===== config.mk =====
export PLATFORM = sky130hd
export DESIGN_NAME = png_phys_chunk_inserter_top
export DESIGN_NICKNAME = d
export VERILOG_FILES = /design/src/hdl/pngphy_pkg.sv /design/src/hdl/png_phys_chunk_inserter_top.sv /design/src/hdl/pngphy_crc.sv /design/src/hdl/pngphy_ctrl.sv
export SDC_FILE = /design/constraint.sdc
export NUM_CORES = 1
export LEC_CHECK = 0
export BUFFER_PORTS_ARGS = -buffer_cell sky130_fd_sc_hd__buf_2
export CELL_PAD_IN_SITES_DETAIL_PLACEMENT = 2
export CELL_PAD_IN_SITES_GLOBAL_PLACEMENT = 2
export CORE_MARGIN = 8
export CORE_UTILIZATION = 43
export DETAILED_ROUTE_END_ITERATION = 10
export GPL_TIMING_DRIVEN = 0
export PLACE_DENSITY_LB_ADDON = 0.1
export SYNTH_ARGS = -nofsm -noshare
export SYNTH_HDL_FRONTEND = slang
export SYNTH_SLANG_ARGS = --single-unit

===== constraint.sdc =====
create_clock -name clk_i -period 4.95 [get_ports clk_i]
set_input_delay 0.99 -clock clk_i [delete_from_list [all_inputs] [get_ports clk_i]]
set_output_delay 0.99 -clock clk_i [all_outputs]
set_load 0.01 [all_outputs]

===== src/hdl/pngphy_pkg.sv =====
// Shared constants and types for the PNG pHYs chunk inserter.
package pngphy_pkg;

  // CRC-32, reflected form
  localparam logic [31:0] CrcPoly = 32'hEDB88320;
  localparam logic [31:0] CrcInit = 32'hFFFFFFFF;

  // Held chunk header length and inserted chunk length in bytes
  localparam logic [3:0] HdrLen  = 4'd12;
  localparam logic [4:0] PhysLen = 5'd21;

  // Final status codes
  localparam logic [1:0] StatusOk     = 2'd0;
  localparam logic [1:0] StatusBadSig = 2'd1;
  localparam logic [1:0] StatusNoIdat = 2'd2;

  // Control from the sequencer to the CRC unit
  typedef struct packed {
    logic       init;
    logic       step;
    logic [7:0] data;
  } crc_ctl_t;

endpackage


===== src/hdl/png_phys_chunk_inserter_top.sv =====
// PNG pHYs chunk inserter top level: configuration register and unit hookup.
//
// Passes a PNG byte stream through and places a 21-byte pHYs chunk ahead of
// the first IDAT chunk. Signature, skipped chunk bytes and everything after
// the insertion move at one byte per cycle while the output does not stall.
// Each 12-byte chunk header is held; on its last byte the block stops taking
// input while the held bytes, 33 with the pHYs chunk ahead of them, go out
// one byte per cycle through the output register unless the output stalls.
// The inserted chunk's CRC is built by a byte-wide CRC unit stepping once
// per emitted type or data byte. A final byte ending a partial header also
// flushes the held bytes. The last output byte's status reports a bad or
// short signature or a missing IDAT header. The user writes pixels_per_metre
// only while no transaction is in flight; the block does not enforce this.
module png_phys_chunk_inserter_top (
  input  logic        clk_i,
  input  logic        rst_ni,
  // configuration
  input  logic        cfg_valid_i,
  output logic        cfg_ready_o,
  input  logic [31:0] cfg_data_i,
  // input stream
  input  logic        in_valid_i,
  output logic        in_stall_o,
  input  logic [7:0]  data_byte_i,
  input  logic        is_final_i,
  // output stream
  output logic        out_valid_o,
  input  logic        out_stall_i,
  output logic [7:0]  out_byte_o,
  output logic        out_last_o,
  output logic [1:0]  status_o
);

  logic [31:0]          ppm_q;
  logic [31:0]          crc;
  pngphy_pkg::crc_ctl_t crc_ctl;

  // pixels_per_metre register
  assign cfg_ready_o = 1'b1;

  always_ff @(posedge clk_i or negedge rst_ni) begin
    if (!rst_ni) begin
      ppm_q <= 32'd0;
    end else if (cfg_valid_i && cfg_ready_o) begin
      ppm_q <= cfg_data_i;
    end
  end

  pngphy_crc u_crc (
    .clk_i  (clk_i),
    .rst_ni (rst_ni),
    .ctl_i  (crc_ctl),
    .crc_o  (crc)
  );

  pngphy_ctrl u_ctrl (
    .clk_i       (clk_i),
    .rst_ni      (rst_ni),
    .in_valid_i  (in_valid_i),
    .in_stall_o  (in_stall_o),
    .data_byte_i (data_byte_i),
    .is_final_i  (is_final_i),
    .ppm_i       (ppm_q),
    .crc_ctl_o   (crc_ctl),
    .crc_i       (crc),
    .out_valid_o (out_valid_o),
    .out_stall_i (out_stall_i),
    .out_byte_o  (out_byte_o),
    .out_last_o  (out_last_o),
    .status_o    (status_o)
  );

endmodule


===== src/hdl/pngphy_crc.sv =====
// Byte-wide CRC-32 unit, one byte per step, used by the insertion sequence.
module pngphy_crc (
  input  logic                clk_i,
  input  logic                rst_ni,
  input  pngphy_pkg::crc_ctl_t ctl_i,
  output logic [31:0]         crc_o
);

  logic [31:0] crc_q, crc_d;

  function automatic logic [31:0] crc_next(input logic [31:0] c, input logic [7:0] b);
    logic [31:0] r;
    r = c ^ {24'd0, b};
    for (int k = 0; k < 8; k++) begin
      r = r[0] ? (pngphy_pkg::CrcPoly ^ (r >> 1)) : (r >> 1);
    end
    return r;
  endfunction

  // next CRC value
  always_comb begin
    crc_d = crc_q;
    if (ctl_i.init) begin
      crc_d = pngphy_pkg::CrcInit;
    end else if (ctl_i.step) begin
      crc_d = crc_next(crc_q, ctl_i.data);
    end
  end

  always_ff @(posedge clk_i or negedge rst_ni) begin
    if (!rst_ni) begin
      crc_q <= pngphy_pkg::CrcInit;
    end else begin
      crc_q <= crc_d;
    end
  end

  // final xor applied on the way out
  assign crc_o = ~crc_q;

endmodule


===== src/hdl/pngphy_ctrl.sv =====
// Stream sequencer: signature check, chunk walk, header hold, insertion and flush.
module pngphy_ctrl (
  input  logic                 clk_i,
  input  logic                 rst_ni,
  input  logic                 in_valid_i,
  output logic                 in_stall_o,
  input  logic [7:0]           data_byte_i,
  input  logic                 is_final_i,
  input  logic [31:0]          ppm_i,
  output pngphy_pkg::crc_ctl_t crc_ctl_o,
  input  logic [31:0]          crc_i,
  output logic                 out_valid_o,
  input  logic                 out_stall_i,
  output logic [7:0]           out_byte_o,
  output logic                 out_last_o,
  output logic [1:0]           status_o
);

  typedef enum logic [2:0] {
    SEQ_IDLE  = 3'b001,
    SEQ_INS   = 3'b010,
    SEQ_FLUSH = 3'b100
  } seq_e;

  typedef enum logic [3:0] {
    PH_SIG  = 4'b0001,
    PH_HEAD = 4'b0010,
    PH_SKIP = 4'b0100,
    PH_PASS = 4'b1000
  } phase_e;

  seq_e        seq_q, seq_d;
  phase_e      phase_q, phase_d;
  logic [2:0]  sig_idx_q, sig_idx_d;
  logic        sig_bad_q, sig_bad_d;
  logic [3:0]  fill_q, fill_d;
  logic [31:0] skip_q, skip_d;
  logic        ins_done_q, ins_done_d;
  logic [4:0]  cnt_q, cnt_d;
  logic [3:0]  flen_q, flen_d;
  logic        fin_q, fin_d;
  logic [1:0]  fstat_q, fstat_d;
  logic [7:0]  hbuf_q [12];
  logic        out_valid_q;
  logic [7:0]  out_byte_q;
  logic        out_last_q;
  logic [1:0]  out_status_q;

  logic        out_free;
  logic        accept;
  logic        hdr_we;
  logic        emit;
  logic [7:0]  emit_byte;
  logic        emit_last;
  logic [1:0]  emit_status;
  logic [1:0]  stat;
  logic [31:0] hdr_len;
  logic        hdr_idat;
  logic [7:0]  phys_b;

  function automatic logic [7:0] sig_byte(input logic [2:0] idx);
    logic [7:0] r;
    case (idx)
      3'd0:    r = 8'h89;
      3'd1:    r = 8'h50;
      3'd2:    r = 8'h4E;
      3'd3:    r = 8'h47;
      3'd4:    r = 8'h0D;
      3'd5:    r = 8'h0A;
      3'd6:    r = 8'h1A;
      default: r = 8'h0A;
    endcase
    return r;
  endfunction

  // byte k of the inserted chunk: length, type, X, Y, unit, CRC
  function automatic logic [7:0] phys_byte(input logic [4:0] k, input logic [31:0] ppm,
                                           input logic [31:0] crc);
    logic [7:0] r;
    case (k)
      5'd3:    r = 8'd9;
      5'd4:    r = 8'h70;
      5'd5:    r = 8'h48;
      5'd6:    r = 8'h59;
      5'd7:    r = 8'h73;
      5'd8:    r = ppm[31:24];
      5'd9:    r = ppm[23:16];
      5'd10:   r = ppm[15:8];
      5'd11:   r = ppm[7:0];
      5'd12:   r = ppm[31:24];
      5'd13:   r = ppm[23:16];
      5'd14:   r = ppm[15:8];
      5'd15:   r = ppm[7:0];
      5'd16:   r = 8'h01;
      5'd17:   r = crc[31:24];
      5'd18:   r = crc[23:16];
      5'd19:   r = crc[15:8];
      5'd20:   r = crc[7:0];
      default: r = 8'h00;
    endcase
    return r;
  endfunction

  // handshake
  assign out_free   = !out_valid_q || !out_stall_i;
  assign accept     = in_valid_i && (seq_q == SEQ_IDLE) && out_free;
  assign in_stall_o = !((seq_q == SEQ_IDLE) && out_free);

  // decode of the held header
  assign hdr_len  = {hbuf_q[0], hbuf_q[1], hbuf_q[2], hbuf_q[3]};
  assign hdr_idat = (hbuf_q[4] == 8'h49) && (hbuf_q[5] == 8'h44) &&
                    (hbuf_q[6] == 8'h41) && (hbuf_q[7] == 8'h54);
  assign phys_b   = phys_byte(cnt_q, ppm_i, crc_i);

  // sequencer
  always_comb begin
    seq_d       = seq_q;
    phase_d     = phase_q;
    sig_idx_d   = sig_idx_q;
    sig_bad_d   = sig_bad_q;
    fill_d      = fill_q;
    skip_d      = skip_q;
    ins_done_d  = ins_done_q;
    cnt_d       = cnt_q;
    flen_d      = flen_q;
    fin_d       = fin_q;
    fstat_d     = fstat_q;
    hdr_we      = 1'b0;
    emit        = 1'b0;
    emit_byte   = data_byte_i;
    emit_last   = 1'b0;
    emit_status = pngphy_pkg::StatusOk;
    stat        = pngphy_pkg::StatusOk;
    crc_ctl_o   = '0;

    if (accept) begin
      case (phase_q)
        PH_SIG: begin
          emit      = 1'b1;
          if (data_byte_i != sig_byte(sig_idx_q)) begin
            sig_bad_d = 1'b1;
          end
          sig_idx_d = sig_idx_q + 3'd1;
          if (sig_idx_q == 3'd7) begin
            phase_d = sig_bad_d ? PH_PASS : PH_HEAD;
          end
        end
        PH_HEAD: begin
          hdr_we = 1'b1;
          if (fill_q == pngphy_pkg::HdrLen - 4'd1) begin
            fill_d = 4'd0;
            flen_d = pngphy_pkg::HdrLen;
            cnt_d  = 5'd0;
            if (!ins_done_q && hdr_idat) begin
              seq_d          = SEQ_INS;
              ins_done_d     = 1'b1;
              crc_ctl_o.init = 1'b1;
              phase_d        = PH_PASS;
            end else begin
              seq_d   = SEQ_FLUSH;
              skip_d  = hdr_len;
              phase_d = (hdr_len == 32'd0) ? PH_HEAD : PH_SKIP;
            end
          end else if (is_final_i) begin
            // truncated header: flush what is held
            seq_d  = SEQ_FLUSH;
            cnt_d  = 5'd0;
            flen_d = fill_q + 4'd1;
            fill_d = 4'd0;
          end else begin
            fill_d = fill_q + 4'd1;
          end
        end
        PH_SKIP: begin
          emit   = 1'b1;
          skip_d = skip_q - 32'd1;
          if (skip_q == 32'd1) begin
            phase_d = PH_HEAD;
          end
        end
        default: begin
          emit = 1'b1;
        end
      endcase

      // end-of-stream status from the updated state
      if (sig_bad_d || (phase_d == PH_SIG)) begin
        stat = pngphy_pkg::StatusBadSig;
      end else if (!ins_done_d) begin
        stat = pngphy_pkg::StatusNoIdat;
      end
      emit_last   = is_final_i;
      emit_status = is_final_i ? stat : pngphy_pkg::StatusOk;
      fin_d       = is_final_i;
      fstat_d     = stat;

      // stream restarts after its final byte
      if (is_final_i) begin
        phase_d    = PH_SIG;
        sig_idx_d  = 3'd0;
        sig_bad_d  = 1'b0;
        fill_d     = 4'd0;
        skip_d     = 32'd0;
        ins_done_d = 1'b0;
      end
    end else if ((seq_q == SEQ_INS) && out_free) begin
      emit      = 1'b1;
      emit_byte = phys_b;
      if ((cnt_q >= 5'd4) && (cnt_q <= 5'd16)) begin
        crc_ctl_o.step = 1'b1;
        crc_ctl_o.data = phys_b;
      end
      if (cnt_q == pngphy_pkg::PhysLen - 5'd1) begin
        seq_d = SEQ_FLUSH;
        cnt_d = 5'd0;
      end else begin
        cnt_d = cnt_q + 5'd1;
      end
    end else if ((seq_q == SEQ_FLUSH) && out_free) begin
      emit      = 1'b1;
      emit_byte = hbuf_q[cnt_q[3:0]];
      cnt_d     = cnt_q + 5'd1;
      if (cnt_q[3:0] == flen_q - 4'd1) begin
        emit_last   = fin_q;
        emit_status = fin_q ? fstat_q : pngphy_pkg::StatusOk;
        seq_d       = SEQ_IDLE;
      end
    end
  end

  // control state
  always_ff @(posedge clk_i or negedge rst_ni) begin
    if (!rst_ni) begin
      seq_q       <= SEQ_IDLE;
      phase_q     <= PH_SIG;
      sig_idx_q   <= 3'd0;
      sig_bad_q   <= 1'b0;
      fill_q      <= 4'd0;
      skip_q      <= 32'd0;
      ins_done_q  <= 1'b0;
      cnt_q       <= 5'd0;
      flen_q      <= 4'd0;
      fin_q       <= 1'b0;
      fstat_q     <= pngphy_pkg::StatusOk;
      out_valid_q <= 1'b0;
    end else begin
      seq_q      <= seq_d;
      phase_q    <= phase_d;
      sig_idx_q  <= sig_idx_d;
      sig_bad_q  <= sig_bad_d;
      fill_q     <= fill_d;
      skip_q     <= skip_d;
      ins_done_q <= ins_done_d;
      cnt_q      <= cnt_d;
      flen_q     <= flen_d;
      fin_q      <= fin_d;
      fstat_q    <= fstat_d;
      if (out_free) begin
        out_valid_q <= emit;
      end
    end
  end

  // header hold buffer
  always_ff @(posedge clk_i) begin
    if (hdr_we) begin
      hbuf_q[fill_q] <= data_byte_i;
    end
  end

  // output register payload
  always_ff @(posedge clk_i) begin
    if (emit) begin
      out_byte_q   <= emit_byte;
      out_last_q   <= emit_last;
      out_status_q <= emit_status;
    end
  end

  assign out_valid_o = out_valid_q;
  assign out_byte_o  = out_byte_q;
  assign out_last_o  = out_last_q;
  assign status_o    = out_status_q;

endmodule


=== Yosys cells after proc, flatten, opt, wreduce, memory -nomap -nowiden ===
Memories as Yosys holds them, arrays and structs flattened.
Index checks and enable logic that the tools add are counted.

* Memories kept: 1
* Logic and storage cells: 205
* Register bits after elaboration: 136
* Output and inout bits: 14
* Memory bits (writable): 96
* Input bits: 46

{| class="wikitable"
|+ Memories
! name !! words !! bits a word !! read ports !! clocked after memory_dff !! wr ports !! line !! source
|-
| u_ctrl.hbuf_q || 12 || 8 || 9 || 0 || 1 || pngphy_ctrl.sv:43 || <nowiki>logic [7:0] hbuf_q [12];</nowiki>
|}

* Muxes and demuxes: 91
* Magnitude comparators: 2
* Add/subtract/negate cells: 5
* Reductions and logical operators: 35
* Equality and inequality tests: 44
* Bitwise gates (word level): 10

{| class="wikitable"
|+ Operators by type and width
! cell !! count
|-
| two-way mux 32 bit || 13
|-
| NOT 13 -> 14 bit || 8
|-
| one-hot mux 8 bit (14 select lines) || 1
|-
| one-hot mux 32 bit (2 select lines) || 1
|-
| two-way mux 4 bit || 12
|-
| one-hot mux 8 bit (6 select lines) || 1
|-
| == test 5 x 4 -> 1 bit, second input constant || 8
|-
| two-way mux 8 bit || 5
|-
| two-way mux 3 bit || 12
|-
| two-way mux 5 bit || 7
|-
| == test 32 x 1 -> 1 bit, second input constant || 1
|-
| == test 8 x 7 -> 1 bit, second input constant || 4
|-
| zero test 32 bit || 1
|-
| NOT 32 bit || 1
|-
| subtractor 32 x 1 -> 32 bit, second input constant || 1
|-
| bitwise XOR 32 x 8 -> 32 bit || 1
|-
| two-way mux 1 bit || 27
|-
| two-way mux 9 bit || 3
|-
| == test 5 bit, second input constant || 5
|-
| == test 5 x 3 -> 1 bit, second input constant || 4
|-
| two-way mux 2 bit || 8
|-
| == test 3 bit, second input constant || 4
|-
| one-hot mux 4 bit (3 select lines) || 1
|-
| logical AND 1 bit || 10
|-
| 28 further kinds || 48
|}

=== Logic depth before layout (Yosys ltp) ===
* Depth in word-level cells: 25
* Mapped depth: 14
* Mapped depth without buffers: 11

=== Modules after synthesis ===
A second synthesis with hierarchy kept.

* Cells, all modules: 1126
* Area total of the unflattened synthesis: 14113.5 sq um

{| class="wikitable"
|+ Modules (own cells, without submodules)
! module !! seq. area each (sq um) !! cells an instance !! area an instance (sq um) !! instances
|-
| pngphy_ctrl || 5703.0 || 851 || 10377.5 || 1
|-
| pngphy_crc || 840.8 || 205 || 2379.8 || 1
|-
| png_phys_chunk_inserter_top || 800.8 || 70 || 1356.3 || 1
|}

=== Worst setup path before layout ===
Ideal clock, no wire load.

* Path type: reg-to-reg
* From: register u_ctrl.cnt_q[0]
* To: register u_crc.crc_q[26]
* Required time: 4.877 ns
* Period minus slack after synthesis: 3.756 ns
* Path buffers: 3
* Library setup time: 0.073 ns
* Data arrival time: 3.683 ns
* Path slack: 1.194 ns
* Stages on the path, launching flop included: 15
* Path through: dfrtp_1 > buf_2 > buf_1 > inv_1 > ha_1 > buf_2 > a222oi_1 > o22ai_1 > a211o_1 > nand2_2 > xor2_4 > xnor2_4 > xor3_2 > xnor2_1 > a21oi_1

* Cells in the longest elaborated chain, start to end: 21
* Elaborated cells on any way between the ends: 47
* Classes of those cells: order compare: 2; eq/ne: 18; mux: 14; bitwise: 7; reduce/logical: 6

{| class="wikitable"
|+ Ends and longest elaborated chain
! element !! line !! source
|-
| start: declaration || pngphy_ctrl.sv:39 || <nowiki>logic [4:0] cnt_q, cnt_d;</nowiki>
|-
| start signal: assignment || pngphy_ctrl.sv:254 || <nowiki>cnt_q <= cnt_d;</nowiki>
|-
| == test 5 x 4 -> 1 bit || pngphy_ctrl.sv:80 || <nowiki>case (k)</nowiki>
|-
| OR reduction 2 bit (no source line) || -- ||
|-
| one-hot mux 8 bit (14 select lines) || pngphy_ctrl.sv:80 ||
|-
| two-way mux 9 bit (*) || pngphy_ctrl.sv:209 || <nowiki>if ((cnt_q >= 5'd4) && (cnt_q <= 5'd16)) begin</nowiki>
|-
| two-way mux 9 bit (*) || pngphy_ctrl.sv:206 || <nowiki>end else if ((seq_q == SEQ_INS) && out_free) begin</nowiki>
|-
| two-way mux 9 bit (*) || pngphy_ctrl.sv:136 || <nowiki>if (accept) begin</nowiki>
|-
| bitwise XOR 32 x 8 -> 32 bit || pngphy_crc.sv:13 || <nowiki>r = c ^ {24'd0, b};</nowiki>
|-
| two-way mux 32 bit (3 in series) || pngphy_crc.sv:15 || <nowiki>r = r[0] ? (pngphy_pkg::CrcPoly ^ (r >> 1)) : (r >> 1);</nowiki>
|-
| (+2 left out) || -- ||
|-
| NOT 13 -> 14 bit (no source line) || -- ||
|-
| two-way mux 32 bit (2 in series) || pngphy_crc.sv:15 ||
|-
| NOT 13 -> 14 bit (no source line) || -- ||
|-
| two-way mux 32 bit || pngphy_crc.sv:15 ||
|-
| NOT 13 -> 14 bit (no source line) || -- ||
|-
| two-way mux 32 bit || pngphy_crc.sv:15 ||
|-
| two-way mux 32 bit || pngphy_crc.sv:25 || <nowiki>end else if (ctl_i.step) begin</nowiki>
|-
| two-way mux 32 bit || pngphy_crc.sv:23 || <nowiki>if (ctl_i.init) begin</nowiki>
|-
| end signal: assignment || pngphy_crc.sv:32 || <nowiki>crc_q <= pngphy_pkg::CrcInit;</nowiki>
|-
| end signal: assignment || pngphy_crc.sv:34 || <nowiki>crc_q <= crc_d;</nowiki>
|-
| end: declaration || pngphy_crc.sv:9 || <nowiki>logic [31:0] crc_q, crc_d;</nowiki>
|}

Every way passes the cells marked *; elsewhere a longest branch is shown, timed or not. The select of a mux whose other input is x is not followed.
A chain may end at the register's enable or synchronous reset.

=== Worst setup path after layout ===
* From: register u_ctrl.cnt_q[1]
* To: register u_crc.crc_q[19]

* Cells in the longest elaborated chain, start to end: 22
* Elaborated cells on any way between the ends: 48
* Classes of those cells: order compare: 2; eq/ne: 18; mux: 14; bitwise: 8; reduce/logical: 6

{| class="wikitable"
|+ Ends and longest elaborated chain
! element !! line
|-
| == test 5 x 4 -> 1 bit || pngphy_ctrl.sv:80
|-
| OR reduction 2 bit (no source line) || --
|-
| one-hot mux 8 bit (14 select lines) || pngphy_ctrl.sv:80
|-
| two-way mux 9 bit (*) || pngphy_ctrl.sv:209
|-
| two-way mux 9 bit (*) || pngphy_ctrl.sv:206
|-
| two-way mux 9 bit (*) || pngphy_ctrl.sv:136
|-
| bitwise XOR 32 x 8 -> 32 bit || pngphy_crc.sv:13
|-
| two-way mux 32 bit (2 in series) || pngphy_crc.sv:15
|-
| (+5 left out) || --
|-
| NOT 13 -> 14 bit (no source line) || --
|-
| two-way mux 32 bit || pngphy_crc.sv:15
|-
| NOT 13 -> 14 bit (no source line) || --
|-
| two-way mux 32 bit || pngphy_crc.sv:15
|-
| NOT 13 -> 14 bit (no source line) || --
|-
| two-way mux 32 bit || pngphy_crc.sv:15
|-
| two-way mux 32 bit || pngphy_crc.sv:25
|-
| two-way mux 32 bit || pngphy_crc.sv:23
|}

Marks and branches as above.

==> flow_summary_export.csv <==
group,metric,value,unit
grt,grt_overflow,0,
yosys,synth_top_cell_by_area,"edfxtp_1",
floorplanning,die_w,193,um
yosys,syn_inst,1113,
power,peakVddDrop,0.237,mV
floorplanning,core_area,31200,um2
timing,post-route-period-util,90.6,%
routing,drtPass1Iterations,6,
routing,antenna_left,0,
layout,final_nets,1272,
grt,grt_usage,26.2,%
critical_path,crit_family,"buffers and inverters",
layout,n_antenna_cell,0,
routing,drc_errors,0,
critical_path,required,5.44,ns
worst_hold_path,hold_path.class,"primary input to asynchronous set/reset pin",
yosys,yosys_register_bits,264,
yosys,synth_fp_nets,1177,
routing,via_count,9995,
cts,clkTransAtPathRegs,0.06,ns
timing,hold-worst-slack,0.340,ns
routing,drtIter0Drc,677,
power,switching_share,21.3,%
yosys,yosys_warnings,0,
routing,wl,47.9,mm
layout,stdcell_count,1635,
grt,grt_pass1_wl,72.7,mm
critical_path,worst-path-buf-inv,4,
timing,slew_viol_final,0,
timing,setup_viol_count_final,0,
grt,first_global_vias,11180,
critical_path,slowest_stage,"buf_1",
cts,cts_hold_buf,0,
power,combPwrFrac,2.5,%
cts,cts_tree,"done",
power,p_seq_share,48.8,%
yosys,synth_edf_count,139,
run,cap_violations,0,
timing,fin_crit,4.48,ns
power,internal-power,3810,uW
power,power_switching,1030,uW
yosys,synth.distinct_cells,78,
timing,final.setup.tns,0,ns
critical_path,endpoint_kind,"flop",
cts,cts_made_buffers,31,
yosys,synth_ff_type,"edfxtp_1",
yosys,synth.most_common_cell,"edfxtp_1",
critical_path,worst_path_most_repeated_cell,"buf_2",
timing,maxSlewHeadroom,12.4,%
layout,register_area,7340,um2
place,hpwl,35.0,mm
layout,multi_input_area,5780,um2
place,dp_slack,0.0213,ns
cts,clock_sinks,264,
run_status,outcome,"finished clean",
critical_path,worstPathArrival,4.98,ns
place,portBuffers,57,
routing,via_per_inst,6.11,
yosys,async_reset_ff_share,47.3,%
yosys,syn_avg_cell_area,12.1,um2
floorplanning,start_util,43.2,%
cts,cts_root_buffer,"clkbuf_16",
floorplanning,num_rows,65,
timing,timing.fmax,0.223,GHz
timing,worst-slew-pin-transition,1.30,ns
place,dp_cells,1578,
layout,syn_to_final_growth,14.4,%
yosys,synth_top_cell_area_share,31.0,%
cts,htreeDepth,1,
timing,rsz0062_at_grt,"no",
critical_path,start_kind,"flop",
power,pwr-share-clk,48.7,%
critical_path,critPathMaxFanout,10,
yosys,synthTopCellsByCount,"139 x edfxtp_1, 111 x nor2_1, 91 x dfrtp_1",
yosys,synth_area_leaders,"edfxtp_1 31%, dfrtp_1 17%, mux4_2 6.7%, dfstp_2 6.6%, nor2_1 3.1%",
timing,fin_ws,0.466,ns
yosys,synth_seq_area_share,54.5,%
floorplanning,die_area,37300,um2
timing,finalHoldViolations,0,
yosys,syn_area,13500,um2
power,powerDensity,314,nW/um2
critical_path,slowest_delay,0.55,ns
floorplanning,ios,60,
cts,clockBufferDepth,3,
layout,final_layout_size_suffix_gt1_share,22.8,%
critical_path,critPathKind,"flop to flop",
place,gp_congestion,0.852,
floorplanning,dieHeight,193,um
power,p_leak,0.00569,uW
grt,antenna_found_initial,0,
critical_path,path_cells,"buf_2 -> buf_1 -> inv_1 -> ha_1 -> buf_2 -> o41ai_1 -> o221ai_1 -> o211ai_1 -> a21oi_2 -> xnor2_2 -> xor3_2 -> xnor2_1 -> a21oi_1",
routing,wl_per_cell,29.3,um
grt,grt_max_degree,90,
timing,clock_skew,0.0116,ns
layout,n_fill_cell,3154,
cts,clkLatencyLatePin,0.57,ns
-- per-layer routing --
| layer | wire [um] | up-vias | track usage (%) |
|---|---|---|---|
| met5 | 0 | - | 0 |
| li1 | - | 4367 | - |
| met3 | 1930 | 89 | 3.20 |
| met1 | 19700 | 5279 | 32.4 |
| met2 | 24400 | 260 | 46.9 |
| met4 | 1860 | 0 | 9.11 |
-- worst register-to-register path, delay by kind of cell (launching register included) --
| kind | cells | cell delay [ns] |
|---|---|---|
| buffers and inverters | 4 | 1.32 |
| adders and majority gates | 1 | 0.35 |
| DFF | 1 | 0.37 |
| xor gates and xnor gates | 3 | 1.09 |
| AOI/OAI and AO/OA | 5 | 1.30 |
-- flip-flops by register name, summed over array words and instances, names as in the netlist, 2 cells and up --
signal and cells:
ppm_q 32, u_ctrl.seq_q 3, u_ctrl.out_byte_o 8, u_ctrl.cnt_q 5, u_ctrl.status_o 2, u_ctrl.hbuf_q 128
u_ctrl.fill_q 4, u_ctrl.fstat_q 2, u_ctrl.skip_q 32, u_ctrl.phase_q 4, u_crc.crc_q 32, u_ctrl.flen_q 4
u_ctrl.sig_idx_q 3
-- final timing paths --
check / startpoint / endpoint / slack [ns] / cells past startpoint
min reg2reg: u_ctrl.fstat_q[0] / u_ctrl.fstat_q[0] / 0.48 / 2
min: rst_ni / u_ctrl.skip_q[28] / 0.34 / 1
max: u_ctrl.cnt_q[1] / u_crc.crc_q[19] / 0.47 / 13
min in group clk_i: u_ctrl.fstat_q[0] / u_ctrl.fstat_q[0] / 0.48 / 2
max reg2reg: u_ctrl.cnt_q[1] / u_crc.crc_q[19] / 0.47 / 13
max in group asynchronous: rst_ni / u_ctrl.phase_q[0] / 3.77 / 2
-- per-stage QoR --
stage	utilization [%]	instance area [um2]	total power [uW]
3_3_place_gp	45.7	14300	2510
4_1_cts	49.4	15400	4880
6_report	49.4	15400	4840
3_5_place_dp	46.0	14400	2520
2_1_floorplan	-	13500	2440
5_1_grt	49.4	15400	4960
-- power by group through the flow --
stage	combinational, uW	clock [uW]	sequential (uW)
after detailed placement	122	0	2400
after floorplan	41.6	0	2400
final	122	2350	2360
after CTS	124	2390	2360
after global placement	114	0	2400
after global routing	133	2470	2360
-- placed cells by master (no fill, tap or decap), drive strengths merged, types with 32 or more instances in the layout --
master / instances
nor3: 44
mux4: 40
dfstp: 34
dfrtp: 91
xnor2: 52
mux2: 35
buf: 89
nand2: 45
o21ai: 86
a21oi: 85
nor2: 111
edfxtp: 139
clkbuf: 81
xor2: 34
nor4: 32
-- kinds of logic after synthesis --
family / synth area share (%)
buffers and inverters: 2.90
other: 0.0278
DFF: 54.5
muxes: 9.75
xor gates and xnor gates: 7.14
AOI/OAI and AO/OA: 11.9
adders and majority gates: 1.67
and+or+nand+nor: 12.1
-- layout make-up --
cell class	count	area share (%)
clock buffer	44	5.61
tap	402	3.26
clock inverter	14	1.14
sequential	264	47.6
buffer	63	1.93
timing repair buffer	63	2.36
multi-input combinational	761	37.5
inverter	24	0.584
-- what timing repair did --
action,in CTS,in global routing
setup endpoints to repair,0,14
resized for setup,0,0
setup buffers,0,0
Power figures use the tool's default switching activity.
